### src/rtl/floor_plane_affine_texture_mapper_assert.svh
// ---------------------------------------------------------------------------
// Floor mapper assertion macros
// Concurrent assertion wrappers; empty when SYNTHESIS is defined.
// ---------------------------------------------------------------------------
`ifndef FLOOR_PLANE_AFFINE_TEXTURE_MAPPER_ASSERT_SVH
`define FLOOR_PLANE_AFFINE_TEXTURE_MAPPER_ASSERT_SVH
`ifndef SYNTHESIS
// property holds at every edge outside reset
`define FAFM_ASSERT(lbl, clk, rst_n, prop) \
  lbl: assert property (@(posedge clk) disable iff (!rst_n) (prop)) \
    else $error("assertion failed");
// a at one edge implies b at the next
`define FAFM_ASSERT_NEXT(lbl, clk, rst_n, a, b) \
  lbl: assert property (@(posedge clk) disable iff (!rst_n) (a) |=> (b)) \
    else $error("assertion failed");
`else
`define FAFM_ASSERT(lbl, clk, rst_n, prop)
`define FAFM_ASSERT_NEXT(lbl, clk, rst_n, a, b)
`endif
`endif

### src/rtl/fafm_pkg.sv
// ---------------------------------------------------------------------------
// Floor mapper package
// Shared types and constants of the floor texture mapper.
// ---------------------------------------------------------------------------
package fafm_pkg;

  localparam int CFG_IDX_W = 4;
  localparam int IQ_DEPTH  = 4;
  localparam int OQ_DEPTH  = 2;
  localparam int WALK_W    = 48;
  localparam int DELTA_W   = 40;

  localparam logic [CFG_IDX_W-1:0] REG_COS_ANGLE    = 4'd0;
  localparam logic [CFG_IDX_W-1:0] REG_SIN_ANGLE    = 4'd1;
  localparam logic [CFG_IDX_W-1:0] REG_CAMERA_X     = 4'd2;
  localparam logic [CFG_IDX_W-1:0] REG_CAMERA_Y     = 4'd3;
  localparam logic [CFG_IDX_W-1:0] REG_DEPTH_SCALE  = 4'd4;
  localparam logic [CFG_IDX_W-1:0] REG_SCALE_X      = 4'd5;
  localparam logic [CFG_IDX_W-1:0] REG_HORIZON      = 4'd6;
  localparam logic [CFG_IDX_W-1:0] REG_SCREEN_WIDTH = 4'd7;

  // input action codes
  localparam logic ACT_WRITE  = 1'b0;
  localparam logic ACT_RENDER = 1'b1;

  typedef enum logic [1:0] {
    CLS_WRITE,
    CLS_PIXEL,
    CLS_ROW
  } cls_t;

  typedef struct packed {
    cls_t        cls;
    logic [11:0] tile_index;
    logic [31:0] texel_value;
    logic [10:0] pix_col;
    logic [10:0] pix_row;
  } item_t;

  typedef struct packed {
    logic signed [15:0] cos_angle;
    logic signed [15:0] sin_angle;
    logic signed [31:0] camera_x;
    logic signed [31:0] camera_y;
    logic [23:0]        depth_scale;
    logic [15:0]        scale_x;
    logic signed [10:0] horizon;
    logic [11:0]        screen_width;
  } cfg_t;

  typedef struct packed {
    logic               blank;
    logic [DELTA_W-1:0] delta_x;
    logic [DELTA_W-1:0] delta_y;
    logic [WALK_W-1:0]  walk_x;
    logic [WALK_W-1:0]  walk_y;
  } row_res_t;

  typedef struct packed {
    logic [31:0] pixel_value;
    logic [10:0] x;
    logic [10:0] y;
  } out_item_t;

endpackage

### src/rtl/fafm_front.sv
// ---------------------------------------------------------------------------
// Floor mapper front end
// Accepts items, tags them as tile write, pixel or row start, and queues them.
// ---------------------------------------------------------------------------
module fafm_front (
  input  logic            clk,
  input  logic            rst_n,
  input  logic            push,
  output logic            full,
  input  logic            in_action,
  input  logic [11:0]     in_tile_index,
  input  logic [31:0]     in_texel_value,
  input  logic [10:0]     in_pix_col,
  input  logic [10:0]     in_pix_row,
  output fafm_pkg::item_t item,
  output logic            item_valid,
  input  logic            item_pop
);

  localparam int PW = $clog2(fafm_pkg::IQ_DEPTH);
  localparam int CW = $clog2(fafm_pkg::IQ_DEPTH + 1);
  localparam logic [CW-1:0] DEPTH_C = CW'(fafm_pkg::IQ_DEPTH);

  fafm_pkg::item_t q_r [fafm_pkg::IQ_DEPTH];
  logic [PW-1:0]   wp_r, rp_r;
  logic [CW-1:0]   cnt_r;
  fafm_pkg::item_t tagged_item;
  logic            wr, rd;

  always_comb begin
    tagged_item.tile_index  = in_tile_index;
    tagged_item.texel_value = in_texel_value;
    tagged_item.pix_col     = in_pix_col;
    tagged_item.pix_row     = in_pix_row;
    if (in_action == fafm_pkg::ACT_WRITE) begin
      tagged_item.cls = fafm_pkg::CLS_WRITE;
    end else if (in_pix_col == 11'd0) begin
      tagged_item.cls = fafm_pkg::CLS_ROW;
    end else begin
      tagged_item.cls = fafm_pkg::CLS_PIXEL;
    end
  end

  assign full       = (cnt_r == DEPTH_C);
  assign item_valid = (cnt_r != '0);
  assign item       = q_r[rp_r];
  assign wr         = push && !full;
  assign rd         = item_pop && item_valid;

  always_ff @(posedge clk) begin
    if (wr) begin
      q_r[wp_r] <= tagged_item;
    end
  end

  always_ff @(posedge clk) begin
    if (!rst_n) begin
      wp_r  <= '0;
      rp_r  <= '0;
      cnt_r <= '0;
    end else begin
      if (wr) wp_r <= PW'((32'(wp_r) + 1) % fafm_pkg::IQ_DEPTH);
      if (rd) rp_r <= PW'((32'(rp_r) + 1) % fafm_pkg::IQ_DEPTH);
      cnt_r <= cnt_r + CW'(wr) - CW'(rd);
    end
  end

endmodule

### config.mk
export PLATFORM = sky130hd
export DESIGN_NAME = fafm_front
export DESIGN_NICKNAME = d
export VERILOG_FILES = /design/src/rtl/floor_plane_affine_texture_mapper_assert.svh /design/src/rtl/fafm_pkg.sv /design/src/rtl/fafm_front.sv
export SDC_FILE = /design/constraint.sdc
export NUM_CORES = 1
export LEC_CHECK = 0
export BUFFER_PORTS_ARGS = -buffer_cell sky130_fd_sc_hd__buf_2
export CORE_AREA = 4 4 134 168
export CTS_CLUSTER_DIAMETER = 100
export DETAILED_ROUTE_END_ITERATION = 12
export DIE_AREA = 0 0 138 172
export PLACE_DENSITY = 0.72
export RECOVER_POWER = 25
export SLEW_MARGIN = 0
export SYNTH_ARGS = -nofsm -noshare
export SYNTH_HDL_FRONTEND = slang
export SYNTH_SLANG_ARGS = --single-unit
### constraint.sdc
create_clock -name clk -period 4.5 [get_ports clk]
set_input_delay 0.225 -clock clk [delete_from_list [all_inputs] [get_ports clk]]
set_output_delay 0.225 -clock clk [all_outputs]
set_load 0.03 [all_outputs]
==> impl_metrics.toml <==
[global_route]
antenna_found_initial = 2
grt_overflow_total = 0
grt_pass1_vias = 5453
grt_max_degree = 69
grt_usage = 0.161
grt_pass1_wl_um = 30000

[floorplanning]
die_h_um = 172
die_w_um = 138
pin_count = 141
rows = 59
core_mm2 = 0.0208
design.die.area_mm2 = 0.0237
initial_core_util = 0.497

[critical_path]
path_depth = 3
arrival_ns = 2.72
crit_slowest_cell = "dfxtp_4"
cp_slowest_stage_delay_ns = 1.09
critical_path_class = "register to output pin"
critical-path-top-delay-family = "flip-flops"
r2r-end = "cnt_r[2]"
endpoint = "item[27]"
required_ns = 4.28
cp-end-kind = "output pin"
worstSetupStartpointType = "register"
cp_max_fo = 54
critPathBufInv = 2
reg2reg_from = "cnt_r[1]"
crit_chain = "buf_4 -> mux4_2 -> buf_2"
rr_worst_depth = 11
rrSetupSlack_ns = 1.75

[cts]
clock_path_buffers = 3
cts.clk_slew.worst_paths_ns = 0.06
cts_tree = "yes"
ctsRootBufferMaster = "clkbuf_16"
numCtsBuffers = 26
clock-sinks = 281
cts_setup_buffers = 0
cts_resized = 0
cts_max_level = 1
clock_latency_ns = 0.51

[placed_design]
place_hpwl_um = 10400
port_buffers = 140
gp_congestion = 0.688
dpl_worst_slack_ns = 1.77

[yosys]
synthAdderAreaFrac = 0.00919
synth_edf_count = 272
synthXorXnorAreaFrac = 0.00339
ys_warn_count = 0
synth_top_area_frac = 0.790
synth_top_area_cell = "edfxtp_1"
muxShareOfSynthArea = 0.150
netlist_top_cells_area = "edfxtp_1 (79%), mux4_2 (15%), dfxtp_1 (1.7%)"
ys_seq_elements = 281
synth_compound_area_frac = 0.00230
synthCells = 411
synthSimpleGateAreaFrac = 0.0120
syn-cell-area_mm2 = 0.0103
synth_nets = 489
synth_flop_cell = "edfxtp_1"
synth_top_family_by_area = "multiplexers"
syn_avg_cell_area_um2 = 25.2
synthArstFlopShare = 0
synth-seq-area-share = 0.807
ys_types = 25

[layout]
area_growth_pct = 23.1
final_cell_mix = "edfxtp_1 (272), buf_2 (97), mux4_2 (68), dlygate4sd3_1 (66), clkbuf_1 (46)"
drive_gt1_frac = 0.321
final_common_cell = "edfxtp_1"
finalNetCount = 707
fill_cells = 1519

[timing]
rsz0062_at_grt = "no"
hold_viol_final = 0
fin_crit_sh = 0.655
tns_ns = 0
maxSlewViolCount = 0
relSlewSlack = 0.259
fin_skew_ns = 0.0176
tightest_slew_ns = 1.11
period_needed_ns = 2.95
max_freq_mhz = 340
setup_violations = 0
fin_ws_ns = 1.55

[detailed_routing]
num_vias = 4843
drt_drc_violations_left = 0
dr.first_iter.drc_count = 218
first_pass_iters = 4
viasPerCell = 5.24
antenna_left = 0
wl_um = 18800
avgRoutedWirePerCell_um = 20.4

[power_and_ir_drop]
power_density_mw_per_mm2 = 575
pwr-share-comb = 0.243
p_sw_frac = 0.295
ir_worst_vdd_mv = 0.468
seqPwrFrac = 0.465
power_leakage_uw = 0.00420
intPower_uw = 5160
p_clk_frac = 0.292
power_switching_uw = 2160

[outcome]
status = "finished clean"

[job]
drv_cap = 0

[hold_path]
hold_path_class = "input pin to register"
hp-start = "rst_n"
==> repair_timing <==
action / 4_1_cts / 5_1_grt
setup endpoints to repair: 0 / 0
hold buffers: 66 / 0
hold endpoints to repair: 264 / 0
==> worst min-delay path by stage <==
stage / slack [ns] / cells past startpoint / endpoint
2_1_floorplan: 0.32 / 0 / q_r[0][0]
3_3_place_gp: 0.43 / 1 / q_r[2][25]
3_5_place_dp: 0.44 / 1 / q_r[1][30]
4_1_cts: 0.009 / 3 / wp_r[0]
5_1_grt: 0.03 / 3 / wp_r[0]
6_report: 0.04 / 3 / wp_r[1]
==> worst min-delay path: cells and delay by family <==
family / cells / cell delay (ns)
multiplexers: 1 / 0.05
AND/OR/NAND/NOR: 1 / 0.08
buffers and inverters: 1 / 0.15
==> synth_stat cells (2+ instances only) <==
cell type	number
buf_12	3
nor2b_1	4
buf_2	4
dfxtp_1	9
inv_1	6
and2_1	7
nand2_1	4
buf_4	4
mux4_2	68
edfxtp_1	272
ha_1	6
mux2i_1	2
clkbuf_1	6
xnor2_1	4
nor4_1	2
==> kinds of logic (layout without fill, tap and decap cells) <==
kind of cell               after synthesis  after routing
and+or+nand+nor                         22             22
DFF                                    281            281
adders and majority gates                7              7
AOI/OAI and AO/OA                        3              3
other                                    0              2
buffers and inverters                   24            261
muxes                                   70             70
xor gates and xnor gates                 4              4
==> power groups by stage <==
| stage | sequential, uW | combinational (uW) | clock, uW |
|---|---|---|---|
| 2_1_floorplan | 3290 | 1470 | 0 |
| 3_3_place_gp | 3450 | 1730 | 0 |
| 3_5_place_dp | 3480 | 1760 | 0 |
| 4_1_cts | 3420 | 1810 | 2190 |
| 5_1_grt | 3450 | 1880 | 2310 |
| 6_report | 3410 | 1780 | 2140 |
==> sequential cells by signal, summed over array words and instances (netlist names), named ones only <==
signal / flops
rp_r: 2
cnt_r: 3
q_r: 272
wp_r: 2
==> cell type report <==
cell class,count,area [um2],area share
diodes,2,5.00,0.000393
clock buffers,30,687,0.0540
clock inverters,17,154,0.0121
inverters,6,22.5,0.00177
multi-input cells,106,1840,0.144
flip-flops and latches,281,8360,0.656
well taps,274,343,0.0269
repair buffers,208,1320,0.104
==> layer usage <==
layer  track usage  part of all wire
met1         0.192              0.38
met2         0.297              0.55
met3        0.0385             0.056
met4        0.0378             0.016
met5             0                 0
==> stage by stage <==
step | utilization | hold slack (ns) | cell area [um2] | power, uW | cells
2_1_floorplan | - | 0.324 | 10300 | 4760 | 411
3_3_place_gp | 0.542 | 0.433 | 11300 | 5180 | 809
3_5_place_dp | 0.542 | 0.443 | 11300 | 5230 | 809
4_1_cts | 0.614 | 0.00881 | 12800 | 7430 | 922
5_1_grt | 0.611 | 0.0282 | 12700 | 7650 | 924
6_report | 0.611 | 0.0405 | 12700 | 7320 | 924
No activity file was read; power rests on OpenSTA's default activity.
