`src/rtl/floor_plane_affine_texture_mapper_assert.svh`:
```
// ---------------------------------------------------------------------------
// Floor mapper assertion macros
// Concurrent assertion wrappers; empty when SYNTHESIS is defined.
// ---------------------------------------------------------------------------
`ifndef FLOOR_PLANE_AFFINE_TEXTURE_MAPPER_ASSERT_SVH
`define FLOOR_PLANE_AFFINE_TEXTURE_MAPPER_ASSERT_SVH
`ifndef SYNTHESIS
// property holds at every edge outside reset
`define FAFM_ASSERT(lbl, clk, rst_n, prop) \
  lbl: assert property (@(posedge clk) disable iff (!rst_n) (prop)) \
    else $error("assertion failed");
// a at one edge implies b at the next
`define FAFM_ASSERT_NEXT(lbl, clk, rst_n, a, b) \
  lbl: assert property (@(posedge clk) disable iff (!rst_n) (a) |=> (b)) \
    else $error("assertion failed");
`else
`define FAFM_ASSERT(lbl, clk, rst_n, prop)
`define FAFM_ASSERT_NEXT(lbl, clk, rst_n, a, b)
`endif
`endif

```
`src/rtl/fafm_pkg.sv`:
```
// ---------------------------------------------------------------------------
// Floor mapper package
// Shared types and constants of the floor texture mapper.
// ---------------------------------------------------------------------------
package fafm_pkg;

  localparam int CFG_IDX_W = 4;
  localparam int IQ_DEPTH  = 4;
  localparam int OQ_DEPTH  = 2;
  localparam int WALK_W    = 48;
  localparam int DELTA_W   = 40;

  localparam logic [CFG_IDX_W-1:0] REG_COS_ANGLE    = 4'd0;
  localparam logic [CFG_IDX_W-1:0] REG_SIN_ANGLE    = 4'd1;
  localparam logic [CFG_IDX_W-1:0] REG_CAMERA_X     = 4'd2;
  localparam logic [CFG_IDX_W-1:0] REG_CAMERA_Y     = 4'd3;
  localparam logic [CFG_IDX_W-1:0] REG_DEPTH_SCALE  = 4'd4;
  localparam logic [CFG_IDX_W-1:0] REG_SCALE_X      = 4'd5;
  localparam logic [CFG_IDX_W-1:0] REG_HORIZON      = 4'd6;
  localparam logic [CFG_IDX_W-1:0] REG_SCREEN_WIDTH = 4'd7;

  // input action codes
  localparam logic ACT_WRITE  = 1'b0;
  localparam logic ACT_RENDER = 1'b1;

  typedef enum logic [1:0] {
    CLS_WRITE,
    CLS_PIXEL,
    CLS_ROW
  } cls_t;

  typedef struct packed {
    cls_t        cls;
    logic [11:0] tile_index;
    logic [31:0] texel_value;
    logic [10:0] pix_col;
    logic [10:0] pix_row;
  } item_t;

  typedef struct packed {
    logic signed [15:0] cos_angle;
    logic signed [15:0] sin_angle;
    logic signed [31:0] camera_x;
    logic signed [31:0] camera_y;
    logic [23:0]        depth_scale;
    logic [15:0]        scale_x;
    logic signed [10:0] horizon;
    logic [11:0]        screen_width;
  } cfg_t;

  typedef struct packed {
    logic               blank;
    logic [DELTA_W-1:0] delta_x;
    logic [DELTA_W-1:0] delta_y;
    logic [WALK_W-1:0]  walk_x;
    logic [WALK_W-1:0]  walk_y;
  } row_res_t;

  typedef struct packed {
    logic [31:0] pixel_value;
    logic [10:0] x;
    logic [10:0] y;
  } out_item_t;

endpackage

```
`src/rtl/fafm_row.sv`:
```
// ---------------------------------------------------------------------------
// Floor mapper row setup engine
// Per-row distance, step, deltas and start point on a shared bit-serial
// divider and a shared shift-add multiplier.
// ---------------------------------------------------------------------------
module fafm_row #(
  parameter int MAX_SCREEN = 2048
) (
  input  logic               clk,
  input  logic               rst_n,
  input  fafm_pkg::cfg_t     cfg,
  input  logic               start,
  input  logic [10:0]        row,
  output fafm_pkg::row_res_t res,
  output logic               done
);

  localparam logic [12:0] MAX_W = 13'(MAX_SCREEN);

  typedef enum logic [3:0] {
    R_IDLE, R_DIV1, R_DIV2, R_MDX, R_MDY, R_MPX, R_MPY, R_MHX, R_MHY
  } rstate_t;

  rstate_t            st_r;
  logic [39:0]        q_r;
  logic [15:0]        rem_r, dvs_r;
  logic [5:0]         cnt_r;
  logic [31:0]        dist_r;
  logic [39:0]        step_r;
  logic [55:0]        mcand_r, acc_r;
  logic [15:0]        mplr_r;
  logic [39:0]        dx_r, dy_r;
  logic [47:0]        px_r, py_r, hx_r;
  fafm_pkg::row_res_t res_r;
  logic               done_r;

  logic signed [12:0] row_s, hz_s, denom;
  logic               blank_row;
  logic [16:0]        rem2, rem_sub;
  logic               ge;
  logic [15:0]        rem_nxt;
  logic [39:0]        q_shift;
  logic [55:0]        acc_add;
  logic [41:0]        shr;
  logic [15:0]        cos_mag, sin_mag, sx_eff;
  logic [12:0]        w_sat;
  logic [15:0]        half;
  logic [47:0]        base_x, base_y;

  always_comb begin
    row_s     = $signed({2'b00, row});
    hz_s      = 13'(cfg.horizon);
    denom     = row_s + hz_s;
    blank_row = (row_s < hz_s) || (denom <= 13'sd0);
    rem2      = {rem_r, q_r[39]};
    rem_sub   = rem2 - {1'b0, dvs_r};
    ge        = (rem2 >= {1'b0, dvs_r});
    rem_nxt   = ge ? rem_sub[15:0] : rem2[15:0];
    q_shift   = {q_r[38:0], ge};
    acc_add   = acc_r + (mplr_r[0] ? mcand_r : 56'd0);
    shr       = acc_add[55:14];
    cos_mag   = cfg.cos_angle[15] ? 16'(-cfg.cos_angle) : cfg.cos_angle;
    sin_mag   = cfg.sin_angle[15] ? 16'(-cfg.sin_angle) : cfg.sin_angle;
    sx_eff    = (cfg.scale_x == 16'd0) ? 16'd1 : cfg.scale_x;
    w_sat     = ({1'b0, cfg.screen_width} > MAX_W) ? MAX_W : {1'b0, cfg.screen_width};
    half      = {4'b0, w_sat[12:1]};
    base_x    = {{8{cfg.camera_x[31]}}, cfg.camera_x, 8'b0};
    base_y    = {{8{cfg.camera_y[31]}}, cfg.camera_y, 8'b0};
  end

  assign res  = res_r;
  assign done = done_r;

  always_ff @(posedge clk) begin
    if (!rst_n) begin
      st_r   <= R_IDLE;
      done_r <= 1'b0;
    end else begin
      done_r <= 1'b0;
      if (st_r != R_IDLE && st_r != R_DIV1 && st_r != R_DIV2) begin
        acc_r   <= acc_add;
        mcand_r <= {mcand_r[54:0], 1'b0};
        mplr_r  <= {1'b0, mplr_r[15:1]};
        cnt_r   <= cnt_r - 6'd1;
      end
      unique case (st_r)
        R_IDLE: begin
          if (start) begin
            if (blank_row) begin
              res_r.blank <= 1'b1;
              done_r      <= 1'b1;
            end else begin
              q_r   <= {8'b0, cfg.depth_scale, 8'b0};
              rem_r <= '0;
              dvs_r <= {4'b0, denom[11:0]};
              cnt_r <= 6'd39;
              st_r  <= R_DIV1;
            end
          end
        end
        R_DIV1: begin
          q_r   <= q_shift;
          rem_r <= rem_nxt;
          cnt_r <= cnt_r - 6'd1;
          if (cnt_r == 6'd0) begin
            dist_r <= q_shift[31:0];
            q_r    <= {q_shift[31:0], 8'b0};
            rem_r  <= '0;
            dvs_r  <= sx_eff;
            cnt_r  <= 6'd39;
            st_r   <= R_DIV2;
          end
        end
        R_DIV2: begin
          q_r   <= q_shift;
          rem_r <= rem_nxt;
          cnt_r <= cnt_r - 6'd1;
          if (cnt_r == 6'd0) begin
            step_r  <= q_shift;
            mcand_r <= {16'b0, q_shift};
            mplr_r  <= sin_mag;
            acc_r   <= '0;
            cnt_r   <= 6'd15;
            st_r    <= R_MDX;
          end
        end
        R_MDX: begin
          if (cnt_r == 6'd0) begin
            dx_r    <= cfg.sin_angle[15] ? shr[39:0] : 40'(-shr);
            mcand_r <= {16'b0, step_r};
            mplr_r  <= cos_mag;
            acc_r   <= '0;
            cnt_r   <= 6'd15;
            st_r    <= R_MDY;
          end
        end
        R_MDY: begin
          if (cnt_r == 6'd0) begin
            dy_r    <= cfg.cos_angle[15] ? 40'(-shr) : shr[39:0];
            mcand_r <= {24'b0, dist_r};
            mplr_r  <= cos_mag;
            acc_r   <= '0;
            cnt_r   <= 6'd15;
            st_r    <= R_MPX;
          end
        end
        R_MPX: begin
          if (cnt_r == 6'd0) begin
            px_r    <= cfg.cos_angle[15] ? 48'(-shr) : 48'(shr);
            mcand_r <= {24'b0, dist_r};
            mplr_r  <= sin_mag;
            acc_r   <= '0;
            cnt_r   <= 6'd15;
            st_r    <= R_MPY;
          end
        end
        R_MPY: begin
          if (cnt_r == 6'd0) begin
            py_r    <= cfg.sin_angle[15] ? 48'(-shr) : 48'(shr);
            mcand_r <= {{16{dx_r[39]}}, dx_r};
            mplr_r  <= half;
            acc_r   <= '0;
            cnt_r   <= 6'd15;
            st_r    <= R_MHX;
          end
        end
        R_MHX: begin
          if (cnt_r == 6'd0) begin
            hx_r    <= acc_add[47:0];
            mcand_r <= {{16{dy_r[39]}}, dy_r};
            mplr_r  <= half;
            acc_r   <= '0;
            cnt_r   <= 6'd15;
            st_r    <= R_MHY;
          end
        end
        R_MHY: begin
          if (cnt_r == 6'd0) begin
            res_r.blank   <= 1'b0;
            res_r.delta_x <= dx_r;
            res_r.delta_y <= dy_r;
            res_r.walk_x  <= base_x + px_r - hx_r;
            res_r.walk_y  <= base_y + py_r - acc_add[47:0];
            done_r        <= 1'b1;
            st_r          <= R_IDLE;
          end
        end
        default: st_r <= R_IDLE;
      endcase
    end
  end

endmodule

```
`config.mk`:
```
export PLATFORM = sky130hd
export DESIGN_NAME = fafm_row
export DESIGN_NICKNAME = d
export VERILOG_FILES = /design/src/rtl/floor_plane_affine_texture_mapper_assert.svh /design/src/rtl/fafm_pkg.sv /design/src/rtl/fafm_row.sv
export SDC_FILE = /design/constraint.sdc
export NUM_CORES = 2
export LEC_CHECK = 0
export ABC_AREA = 1
export BUFFER_PORTS_ARGS = -buffer_cell sky130_fd_sc_hd__buf_2
export CAP_MARGIN = 20
export CORE_AREA = 2 2 289 291
export CTS_CLUSTER_SIZE = 28
export DETAILED_ROUTE_END_ITERATION = 6
export DIE_AREA = 0 0 291 293
export GPL_TIMING_DRIVEN = 0
export MAX_ROUTING_LAYER = met4
export PLACE_DENSITY = 0.73
export SYNTH_ARGS = -nofsm -noshare
export SYNTH_HDL_FRONTEND = slang
export SYNTH_SLANG_ARGS = --single-unit
```
`constraint.sdc`:
```
create_clock -name clk -period 14.25 [get_ports clk]
set_clock_uncertainty 0.05 [all_clocks]
set_input_delay 2.85 -clock clk [delete_from_list [all_inputs] [get_ports clk]]
set_output_delay 2.85 -clock clk [all_outputs]
set_load 0.02 [all_outputs]
```
==> flow_summary.json <==
{
  "rsz0062_at_grt": "false",
  "netlist_instances": 5334,
  "cts.hold.buffers_added": 0,
  "drt_iter0_drc": 5315,
  "dpl.hpwl_microns": 138000,
  "syn_area_sq_um": 44700,
  "finalWirelength_microns": 171000,
  "setup_viol": 0,
  "initial_utilization_pct": 54.6,
  "tritoncts": "built",
  "die_w_microns": 291,
  "drv_cap": 0,
  "clock_latency_ps": 680,
  "startpoint_type": "register",
  "async_flop_share_pct": 0,
  "synth-main-ff-cell": "edfxtp_1",
  "cts_made_buffers": 75,
  "fp.coreArea_sq_um": 81800,
  "first_global_vias": 37600,
  "wl_per_cell_microns": 24.7,
  "boundaryPins": 351,
  "final.setup.worst_slack_ps": 7400,
  "syn-num-nets": 5797,
  "critPathMaxFanout": 10,
  "yosysSeqAreaShare_pct": 45.9,
  "min_period_ps": 6850,
  "post_cts_buffers": 0,
  "relSlewSlack_pct": 13.3,
  "required_ps": 14600,
  "rows": 105,
  "gr-total-overflow": 0,
  "status": "finished with violations",
  "port_buffers": 349,
  "setup-tns-final_ps": 0,
  "ys_warn_count": 0,
  "hold_class": "reg -> reg",
  "cts_resized": 0,
  "worst_slew_pin_slew_ps": 1290,
  "violations": "DRC",
  "cts_root_buf": "clkbuf_16",
  "max_freq_mhz": 146,
  "ant_nets": 0,
  "preCtsSetupSlack_ps": 7530,
  "finalMaxSlewViolations": 0,
  "yosys.cell_types.count": 59,
  "track_usage_pct": 40.6,
  "dieArea_sq_um": 85300,
  "ys_seq_elements": 684,
  "fin_crit_sh_pct": 48.1,
  "cp_data_arrival_time_ps": 7200,
  "drive_gt1_share_pct": 9.39,
  "antenna_found_initial": 11,
  "avgSynthCellArea_sq_um": 8.38,
  "drc": 4,
  "cpPeakStageDelay_ps": 710,
  "h-tree-depth": 3,
  "cts.path.max_buffers": 3,
  "critPathKind": "reg -> reg",
  "drtPass1Iterations": 7,
  "clkSinkCount": 684,
  "grt_pass1_wl_microns": 244000,
  "path_clk_slew_ps": 60,
  "synth_edf_count": 679,
  "areaGrowthSynthToFinish_pct": 13.8,
  "timing_hold_violations_final": 0,
  "cp-end-kind": "register",
  "via_per_inst": 5.82,
  "vias": 40300,
  "die_y_microns": 293,
  "grt_max_degree": 73,
  "nets": 6249,
  "path_common_cell": "nand2_1",
  "slowest_stage": "nand2_1",
  "place.gp.congestion": 1.05
}
==> registers in the layout (all words and copies together) (netlist names), 48 cells and up <==
register	count
py_r	48
res	177
mcand_r	56
acc_r	56
hx_r	48
px_r	48
==> Yosys cell counts, types with 18 or more instances <==
cell	count	area, sq um
inv_1	950	3570
edfxtp_1	679	20400
a31oi_1	57	357
xnor2_1	63	552
xor2_1	105	920
a211oi_1	24	180
nand4_1	48	300
nor2_1	397	1490
o2111a_1	23	259
clkbuf_1	111	417
o211ai_1	80	601
nor3_1	53	265
o21ai_0	364	1820
buf_1	21	78.8
fa_1	80	1600
nand2_1	1378	5170
a21oi_1	251	1260
a32oi_1	18	158
ha_1	210	2630
nand3_1	223	1120
==> metal layers <==
layer | wire (microns) | share of wire (%) | global-route usage (%) | up-vias
met5 | 0 | 0 | - | -
met3 | 18900 | 11 | 9.65 | 535
met2 | 76800 | 45 | 62.0 | 2365
li1 | - | - | - | 18600
met1 | 64100 | 38 | 49.6 | 18800
met4 | 11100 | 6.5 | 22.9 | 0
==> through the flow <==
step	util [%]	hold slack, ps	std cells	area [sq um]
finish	62.1	403	6923	50800
detailed placement	58.9	389	6775	48200
floorplan	-	371	5334	44700
global placement	58.4	385	6753	47800
global route	62.1	415	6920	50800
CTS	62.0	405	6910	50800
==> cells by family after synthesis <==
family,share of synthesized area [%]
mux,0.336
simple gates,19.7
xor+xnor,3.40
compound gates,12.0
flops,45.9
buf+inv,9.25
fa+ha+maj,9.47
==> layout by cell type, fill, tap and decap left out, types with 15 or more instances in the layout <==
cell type	n
nand3_1	223
o21ai_0	364
a32oi_1	18
mux2i_1	15
nand2_1	1378
edfxtp_1	679
o211ai_1	80
a21oi_1	251
nand4_1	48
fa_1	80
clkbuf_16	75
nor2_1	390
a31oi_1	57
nor3_1	50
inv_1	950
xor2_1	105
nor4_1	15
clkinv_1	15
buf_1	21
a211oi_1	24
o2111a_1	23
buf_2	350
ha_1	210
clkbuf_1	123
xnor2_1	63
==> path summary, 6_finish.rpt <==
path	from	to	slack, ps	depth (start not counted)
setup / recovery	mplr_r[0]$_DFFE_PP_	res[47]$_DFFE_PP_	7400	28
hold / removal	dx_r[10]$_DFFE_PP_	res[146]$_DFFE_PP_	400	0
setup reg to reg	mplr_r[0]$_DFFE_PP_	res[47]$_DFFE_PP_	7400	28
hold reg to reg	dx_r[10]$_DFFE_PP_	res[146]$_DFFE_PP_	400	0
==> area by class of cell <==
cell class	instances	area, sq um
antenna	9	22.5
buffer	133	500
clock buffer	87	1920
clock inverter	48	647
fill	7194	31000
inverter	968	3630
multi-input combinational	3549	20100
sequential	684	20500
tap	1070	1340
timing repair buffer	375	2150
==> worst max-delay path, delay by kind of cell, from the launching register on <==
kind	cells	cell delay (ps)
XOR/XNOR	2	350
AO/OA/AOI/OAI	2	290
AND/OR/NAND/NOR	15	3170
adder cells (fa/ha/maj)	3	830
flip-flops	1	460
buffers and inverters	6	1380
Power is left out: the tool's default activity adds up to more than one toggle a clock period on the data nets, which glitch-free logic cannot reach.
